==> src/sv/fcpr_pkg.sv <==
// Package for the framed command parser/responder.
// Holds the frame constants, parse phase codes, reply kinds and the reply byte table.
// No dependencies.
package fcpr_pkg;

  localparam logic [7:0] CH_U        = 8'h55;
  localparam logic [7:0] CH_N        = 8'h4E;
  localparam logic [7:0] CH_E        = 8'h45;
  localparam logic [7:0] CH_R        = 8'h52;
  localparam logic [7:0] CH_COLON    = 8'h3A;
  localparam logic [7:0] ID_ACK      = 8'h0D;
  localparam logic [7:0] ID_ALIVE    = 8'hF0;
  localparam logic [7:0] ID_CONFIG   = 8'hEE;
  localparam logic [7:0] ID_UNKNOWN  = 8'hDD;
  localparam logic [7:0] LEN_ALIVE   = 8'h03;
  localparam logic [7:0] LEN_UNKNOWN = 8'h02;
  localparam logic [7:0] LEN_EMPTY   = 8'h00;

  localparam logic [7:0] HDR_CHK = CH_U ^ CH_N ^ CH_E ^ CH_R ^ CH_COLON;

  localparam logic [7:0] CHK_ALIVE   = HDR_CHK ^ LEN_ALIVE ^ ID_ALIVE ^ ID_ACK;
  localparam logic [7:0] CHK_EMPTY   = HDR_CHK ^ LEN_EMPTY;
  localparam logic [7:0] CHK_UNKNOWN = HDR_CHK ^ LEN_UNKNOWN ^ ID_UNKNOWN;

  // parse phases
  localparam logic [2:0] PH_HUNT  = 3'd0;
  localparam logic [2:0] PH_N     = 3'd1;
  localparam logic [2:0] PH_E     = 3'd2;
  localparam logic [2:0] PH_R     = 3'd3;
  localparam logic [2:0] PH_LEN   = 3'd4;
  localparam logic [2:0] PH_TOKEN = 3'd5;
  localparam logic [2:0] PH_BODY  = 3'd6;

  typedef enum logic [1:0] {
    KIND_ALIVE,
    KIND_EMPTY,
    KIND_UNKNOWN
  } reply_kind_e;

  typedef logic [3:0] reply_idx_t;

  function automatic reply_idx_t reply_last_idx(reply_kind_e kind);
    reply_idx_t r;
    case (kind)
      KIND_ALIVE:   r = 4'd8;
      KIND_EMPTY:   r = 4'd6;
      default:      r = 4'd7;
    endcase
    return r;
  endfunction

  function automatic logic [7:0] reply_byte(reply_kind_e kind, reply_idx_t idx);
    logic [7:0] b;
    case (idx)
      4'd0: b = CH_U;
      4'd1: b = CH_N;
      4'd2: b = CH_E;
      4'd3: b = CH_R;
      4'd4: begin
        case (kind)
          KIND_ALIVE: b = LEN_ALIVE;
          KIND_EMPTY: b = LEN_EMPTY;
          default:    b = LEN_UNKNOWN;
        endcase
      end
      4'd5: b = CH_COLON;
      4'd6: begin
        case (kind)
          KIND_ALIVE: b = ID_ALIVE;
          KIND_EMPTY: b = CHK_EMPTY;
          default:    b = ID_UNKNOWN;
        endcase
      end
      4'd7: begin
        case (kind)
          KIND_ALIVE: b = ID_ACK;
          default:    b = CHK_UNKNOWN;
        endcase
      end
      4'd8:    b = CHK_ALIVE;
      default: b = 8'h00;
    endcase
    return b;
  endfunction

endpackage

==> src/sv/framed_command_parser_responder_unit.sv <==
// Framed command parser/responder top level.
// Parses request frames from the rx byte channel and sends replies on the tx channel.
// Depends on fcpr_pkg.
//
// Channels: rx (rx_byte_i) and tx (tx_byte_o, tx_last_o), both valid/ready.
// Each accepted rx byte advances the frame parser in the cycle it is taken;
// parser state sits in registers, so one rx byte is taken per cycle while no
// reply is pending.
// A good checksum byte loads the reply register; the first reply beat is shown
// on the cycle after that byte is accepted. A reply is 7, 8 or 9 beats, one
// per cycle when tx_ready_i is high, with tx_last_o on its checksum beat.
// While a reply drains, rx_ready_o stays low; it rises again in the cycle the
// last beat is taken, so the next rx byte may overlap that beat.
// Throughput: 1 rx byte per cycle outside replies; a reply holds rx until its
// last beat is taken, and any tx stall lengthens that hold.
// Reset (rst_ni low, asynchronous) drops any reply in progress and returns
// the parser to hunting the first header byte.
// A tx stall holds the current beat and its payload unchanged.
module framed_command_parser_responder_unit (
  input  logic       clk_i,
  input  logic       rst_ni,
  input  logic       rx_valid_i,
  output logic       rx_ready_o,
  input  logic [7:0] rx_byte_i,
  output logic       tx_valid_o,
  input  logic       tx_ready_i,
  output logic [7:0] tx_byte_o,
  output logic       tx_last_o
);

  logic [2:0] phase_q, phase_d;
  logic [7:0] rem_q, rem_d;
  logic [7:0] chk_q, chk_d;
  logic [7:0] cmd_q, cmd_d;
  logic       await_q, await_d;

  logic                 busy_q, busy_d;
  fcpr_pkg::reply_kind_e kind_q, kind_d;
  fcpr_pkg::reply_idx_t  idx_q, idx_d;

  logic       rx_fire, tx_fire, last_beat;
  logic       reply_go;
  logic [7:0] id_eff;
  logic [7:0] b;

  assign last_beat  = idx_q == fcpr_pkg::reply_last_idx(kind_q);
  assign tx_valid_o = busy_q;
  assign tx_byte_o  = fcpr_pkg::reply_byte(kind_q, idx_q);
  assign tx_last_o  = last_beat;
  assign tx_fire    = busy_q && tx_ready_i;
  assign rx_ready_o = !busy_q || (tx_ready_i && last_beat);
  assign rx_fire    = rx_valid_i && rx_ready_o;
  assign b          = rx_byte_i;
  assign id_eff     = await_q ? b : cmd_q;

  always_comb begin
    phase_d  = phase_q;
    rem_d    = rem_q;
    chk_d    = chk_q;
    cmd_d    = cmd_q;
    await_d  = await_q;
    reply_go = 1'b0;
    if (rx_fire) begin
      case (phase_q)
        fcpr_pkg::PH_N, fcpr_pkg::PH_E, fcpr_pkg::PH_R: begin
          if ((phase_q == fcpr_pkg::PH_N && b == fcpr_pkg::CH_N) ||
              (phase_q == fcpr_pkg::PH_E && b == fcpr_pkg::CH_E) ||
              (phase_q == fcpr_pkg::PH_R && b == fcpr_pkg::CH_R)) begin
            phase_d = phase_q + 3'd1;
          end else begin
            phase_d = (b == fcpr_pkg::CH_U) ? fcpr_pkg::PH_N : fcpr_pkg::PH_HUNT;
            if (b == fcpr_pkg::CH_U) chk_d = 8'h00;
          end
        end
        fcpr_pkg::PH_LEN: begin
          rem_d   = b;
          phase_d = fcpr_pkg::PH_TOKEN;
        end
        fcpr_pkg::PH_TOKEN: begin
          if (b == fcpr_pkg::CH_COLON) begin
            chk_d   = fcpr_pkg::HDR_CHK ^ rem_q;
            rem_d   = (rem_q == 8'h00) ? 8'hFF : rem_q;
            await_d = 1'b1;
            phase_d = fcpr_pkg::PH_BODY;
          end else begin
            phase_d = (b == fcpr_pkg::CH_U) ? fcpr_pkg::PH_N : fcpr_pkg::PH_HUNT;
            if (b == fcpr_pkg::CH_U) chk_d = 8'h00;
          end
        end
        fcpr_pkg::PH_BODY: begin
          if (await_q) begin
            cmd_d   = b;
            await_d = 1'b0;
          end
          if (rem_q > 8'd1) begin
            chk_d = chk_q ^ b;
            rem_d = rem_q - 8'd1;
          end else begin
            rem_d    = 8'h00;
            reply_go = (chk_q == b);
            phase_d  = (b == fcpr_pkg::CH_U) ? fcpr_pkg::PH_N : fcpr_pkg::PH_HUNT;
            if (b == fcpr_pkg::CH_U) chk_d = 8'h00;
          end
        end
        default: begin
          phase_d = (b == fcpr_pkg::CH_U) ? fcpr_pkg::PH_N : fcpr_pkg::PH_HUNT;
          if (b == fcpr_pkg::CH_U) chk_d = 8'h00;
        end
      endcase
    end
  end

  always_comb begin
    busy_d = busy_q;
    kind_d = kind_q;
    idx_d  = idx_q;
    if (tx_fire) begin
      if (last_beat) begin
        busy_d = 1'b0;
      end else begin
        idx_d = idx_q + 4'd1;
      end
    end
    if (reply_go) begin
      busy_d = 1'b1;
      idx_d  = '0;
      if (id_eff == fcpr_pkg::ID_ALIVE) begin
        kind_d = fcpr_pkg::KIND_ALIVE;
      end else if (id_eff == fcpr_pkg::ID_CONFIG) begin
        kind_d = fcpr_pkg::KIND_EMPTY;
      end else begin
        kind_d = fcpr_pkg::KIND_UNKNOWN;
      end
    end
  end

  always_ff @(posedge clk_i or negedge rst_ni) begin
    if (!rst_ni) begin
      phase_q <= fcpr_pkg::PH_HUNT;
      rem_q   <= 8'h00;
      chk_q   <= 8'h00;
      cmd_q   <= 8'h00;
      await_q <= 1'b0;
      busy_q  <= 1'b0;
      kind_q  <= fcpr_pkg::KIND_ALIVE;
      idx_q   <= '0;
    end else begin
      phase_q <= phase_d;
      rem_q   <= rem_d;
      chk_q   <= chk_d;
      cmd_q   <= cmd_d;
      await_q <= await_d;
      busy_q  <= busy_d;
      kind_q  <= kind_d;
      idx_q   <= idx_d;
    end
  end

endmodule

==> config.mk <==
export PLATFORM = sky130hd
export DESIGN_NAME = framed_command_parser_responder_unit
export DESIGN_NICKNAME = d
export VERILOG_FILES = /design/src/sv/fcpr_pkg.sv /design/src/sv/framed_command_parser_responder_unit.sv
export SDC_FILE = /design/constraint.sdc
export NUM_CORES = 1
export LEC_CHECK = 0
export ABC_AREA = 1
export BUFFER_PORTS_ARGS = -buffer_cell sky130_fd_sc_hd__buf_2
export CORE_UTILIZATION = 44
export CTS_CLUSTER_DIAMETER = 120
export DETAILED_ROUTE_END_ITERATION = 16
export PLACE_DENSITY = 0.58
export REMOVE_ABC_BUFFERS = 1
export SLEW_MARGIN = 20
export SYNTH_ARGS = -nofsm -noshare
export SYNTH_HDL_FRONTEND = slang
export SYNTH_SLANG_ARGS = --single-unit
==> constraint.sdc <==
create_clock -name clk_i -period 2 [get_ports clk_i]
set_input_delay 0.4 -clock clk_i [delete_from_list [all_inputs] [get_ports clk_i]]
set_output_delay 0.4 -clock clk_i [all_outputs]
set_load 0.02 [all_outputs]
==> impl_metrics.prom <==
# TYPE chip_impl_metric gauge
chip_impl_info{name="critical_path.top_delay_family",value="flip-flops"} 1
chip_impl_metric{name="die_area",unit="um^2"} 7070
chip_impl_metric{name="sequential_share_of_the_synthesized_area",unit=""} 0.295
chip_impl_info{name="synthTopCellsByArea",value="dfrtp_1, nand2_1, nand3_1, nor2_1, ha_1"} 1
chip_impl_metric{name="post-route-min-period",unit="ps"} 1990
chip_impl_metric{name="synthesis.instances",unit=""} 437
chip_impl_metric{name="synth_cell_type_count",unit=""} 36
chip_impl_metric{name="iter_0_drt_violations",unit=""} 267
chip_impl_metric{name="clk_pin_slew_worst_paths",unit="ps"} 70
chip_impl_metric{name="reg2reg_setup_slack",unit="ps"} 200
chip_impl_metric{name="via_per_inst",unit=""} 5.34
chip_impl_metric{name="fin_worst_skew",unit="ps"} 7.41
chip_impl_metric{name="drv_slew",unit=""} 0
chip_impl_info{name="worst-setup-path-type",value="flip-flop to output port"} 1
chip_impl_info{name="path_cells",value="inv_2, ha_2, o21ai_2, nand2_1, inv_1, o211ai_1, buf_2"} 1
chip_impl_metric{name="drt-wirelength-per-cell",unit="um"} 14.3
chip_impl_metric{name="cp.arrival",unit="ps"} 1590
chip_impl_metric{name="grt_antenna_before_repair",unit=""} 0
chip_impl_metric{name="min_period_over_period",unit=""} 0.994
chip_impl_info{name="layout_common_cells",value="nand2_1, nand3_1, nor2_1"} 1
chip_impl_metric{name="synth_compound_area_frac",unit=""} 0.118
chip_impl_metric{name="timing.final.hold_violations",unit=""} 0
chip_impl_metric{name="first_pass_grt_wire_length",unit="um"} 13100
chip_impl_metric{name="num_rows",unit=""} 29
chip_impl_metric{name="globalplace.congestion",unit=""} 0.918
chip_impl_metric{name="via_count",unit=""} 2960
chip_impl_info{name="unrepaired_setup_endpoints_after_global_routing",value="yes"} 1
chip_impl_metric{name="yosys.area_share.adder",unit=""} 0.0464
chip_impl_metric{name="io_pins",unit=""} 23
chip_impl_info{name="tritoncts_clock_tree",value="built"} 1
chip_impl_metric{name="floorplan.die.width",unit="um"} 84.1
chip_impl_metric{name="layout-drive-gt1-share",unit=""} 0.235
chip_impl_metric{name="track_usage",unit=""} 0.234
chip_impl_metric{name="crit_path_max_fanout",unit=""} 4
chip_impl_info{name="crit_path_start_kind",value="flip-flop"} 1
chip_impl_metric{name="report.power.total",unit="mW"} 2.42
chip_impl_metric{name="core_area",unit="um^2"} 6420
chip_impl_metric{name="power_density",unit="nW/um^2"} 696
chip_impl_metric{name="max_freq",unit="GHz"} 0.503
chip_impl_metric{name="grt_overflow",unit=""} 0
chip_impl_metric{name="drt_wl_total",unit="um"} 7920
chip_impl_metric{name="synth_area",unit="um^2"} 2970
chip_impl_metric{name="area.growth.synth_to_final",unit="%"} 17.0
chip_impl_metric{name="synthXorXnorAreaFrac",unit=""} 0.0502
chip_impl_info{name="cts_root_buf",value="clkbuf_8"} 1
chip_impl_metric{name="drv_cap",unit=""} 0
chip_impl_metric{name="postSynthAreaPerCell",unit="um^2"} 6.79
chip_impl_metric{name="drcViolationCount",unit=""} 6
chip_impl_metric{name="postRouteAntennaNets",unit=""} 0
chip_impl_metric{name="cts-root-to-sink-buffers",unit=""} 2
chip_impl_metric{name="start_util",unit=""} 0.462
chip_impl_metric{name="rr_worst_depth",unit=""} 10
chip_impl_info{name="cp_slowest_cell",value="dfrtp_2"} 1
chip_impl_metric{name="dieHeight",unit="um"} 84.1
chip_impl_metric{name="stdcell_area",unit="um^2"} 3470
chip_impl_metric{name="critPathBufInv",unit=""} 3
chip_impl_metric{name="slew_headroom",unit=""} 0.704
chip_impl_info{name="yosys.area.top_type",value="dfrtp_1"} 1
chip_impl_metric{name="drtPass1Iterations",unit=""} 10
chip_impl_metric{name="clkSinkCount",unit=""} 35
chip_impl_metric{name="port_buffers",unit=""} 22
chip_impl_metric{name="p_leak",unit="nW"} 1.69
chip_impl_metric{name="finish.net_count",unit=""} 499
chip_impl_info{name="worst_r2r_endpoint",value="phase_q[0]$_DFFE_PN0P_"} 1
chip_impl_info{name="synth_top_family_by_area",value="simple AND/OR/NAND/NOR gates"} 1
chip_impl_metric{name="synthesis.yosys.warnings",unit=""} 0
chip_impl_info{name="critical_path.endpoint_type",value="output port"} 1
chip_impl_info{name="outcome",value="finished, violations left"} 1
chip_impl_metric{name="top_area_cell_type_share_of_the_netlist_area",unit=""} 0.295
chip_impl_metric{name="tightest_slew",unit="ps"} 444
chip_impl_info{name="violations",value="design-rule violations"} 1
chip_impl_metric{name="yosys.area_share.simple",unit=""} 0.422
chip_impl_metric{name="setup_viol_count_final",unit=""} 0
chip_impl_metric{name="maximum_vdd_drop",unit="V"} 0.000322
chip_impl_metric{name="first_global_vias",unit=""} 2696
chip_impl_metric{name="cp_data_required_time",unit="ps"} 1600
chip_impl_info{name="worstHoldPathType",value="input pin to async pin"} 1
chip_impl_metric{name="cts_made_buffers",unit=""} 5
chip_impl_metric{name="yosys_register_bits",unit=""} 35
chip_impl_metric{name="yosys-mux-area-fraction",unit=""} 0.00337
chip_impl_metric{name="largest_net_degree_at_the_start_of_global_routing",unit=""} 36
chip_impl_info{name="most_common_cell_after_layout_fill_and_taps_aside",value="nand2_1"} 1
chip_impl_metric{name="ctsHtreeMaxLevel",unit=""} 2
chip_impl_metric{name="cpPeakStageDelay",unit="ps"} 450
chip_impl_info{name="r2r-start",value="rem_q[0]$_DFFE_PN0P_"} 1
chip_impl_metric{name="worst_skew_pair.late_latency",unit="ps"} 280
chip_impl_metric{name="dp_hpwl",unit="um"} 5890
chip_impl_metric{name="num_antenna_cells",unit=""} 0
chip_impl_metric{name="placedInstanceArea",unit="um^2"} 3210
## through the flow
| step | std cells | hold WS [ps] | setup TNS [ps] | worst slack, ps | utilization |
|---|---|---|---|---|---|
| 2_1_floorplan | 429 | 104 | -75.2 | -75.2 | - |
| 3_3_place_gp | 539 | 381 | 0 | 17.0 | 0.500 |
| 3_5_place_dp | 539 | 379 | 0 | 59.9 | 0.500 |
| 4_1_cts | 549 | 70.3 | -19.5 | -11.0 | 0.518 |
| 5_1_grt | 554 | 87.0 | -323 | -95.5 | 0.541 |
| 6_report | 554 | 70.1 | 0 | 11.4 | 0.541 |
## state kept, by name, summed over array words and instances, names as in the netlist
name and cells:
chk_q 8, cmd_q 8, rem_q 8, idx_q 4
phase_q 3, kind_q 2, await_q 1, tx_valid_o 1
## logic make-up (layout without fill, tap and decap cells)
| kind of cell | Yosys count | in the layout |
|---|---|---|
| XOR/XNOR | 17 | 17 |
| adder cells (fa/ha/maj) | 11 | 11 |
| flip-flops | 35 | 35 |
| AND/OR/NAND/NOR | 275 | 275 |
| multiplexers | 1 | 1 |
| buffers and inverters | 44 | 84 |
| AO/OA/AOI/OAI | 54 | 54 |
## power by group
group	total (mW)	internal (mW)	leakage (nW)	switching, mW
Clock	0.549	0.282	0.0484	0.266
Combinational	0.864	0.339	1.18	0.525
Sequential	1.00	0.825	0.460	0.179
## layer usage
layer / wire [um] / up-vias / global-route usage / share of wire
met5: 0 / - / 0 / 0
met4: 100 / 0 / 0.0674 / 0.013
met3: 379 / 9 / 0.0346 / 0.048
met2: 3510 / 78 / 0.365 / 0.44
met1: 3930 / 1375 / 0.337 / 0.50
li1: - / 1498 / - / -
## synthesized netlist by cell type (all sizes together)
cell,n
nand4,2
o21a,2
ha,11
o211ai,8
buf,8
nor2,50
o21ai,35
a21boi,2
o21bai,2
inv,36
dfrtp,35
xor2,9
nand2,159
o2111ai,2
mux2i,1
a21oi,3
xnor2,8
nand3,57
nand3b,3
nor3,3
nand2b,1
## final cells by class
type | instances | area, um^2
inverter | 36 | 138
fill | 642 | 2950
timing repair buffer | 40 | 277
tap | 77 | 96.3
sequential | 35 | 881
clock inverter | 1 | 8.76
multi-input combinational | 358 | 1990
clock buffer | 7 | 86.3
## worst reg2reg max path, delay by kind of cell, from the launching register on
kind	cells	cell delay [ps]
and+or+nand+nor	5	560
DFF	1	400
buffers and inverters	3	290
adders and majority gates	1	250
AOI/OAI and AO/OA	1	190
## worst max path at each step
stage	cells past startpoint	startpoint	to	slack [ps]
2_1_floorplan	7	idx_q[0]$_DFFE_PN0P_	tx_byte_o[6]	-80
3_3_place_gp	10	rem_q[0]$_DFFE_PN0P_	phase_q[0]$_DFFE_PN0P_	20
3_5_place_dp	10	rem_q[0]$_DFFE_PN0P_	phase_q[0]$_DFFE_PN0P_	60
4_1_cts	7	idx_q[1]$_DFFE_PN0P_	tx_byte_o[6]	-10
5_1_grt	7	idx_q[1]$_DFFE_PN0P_	tx_byte_o[2]	-100
6_report	7	idx_q[1]$_DFFE_PN0P_	tx_byte_o[2]	10
## timing repair
item / in CTS / in global routing
buffers inserted: 2 / 5
pin swaps: 0 / 7
hold endpoints to repair: 0 / 0
endpoints found under the setup margin: 7 / 15
gates resized for setup: 5 / 37
hold buffers: 0 / 0
(Power assumes the default switching activity.)
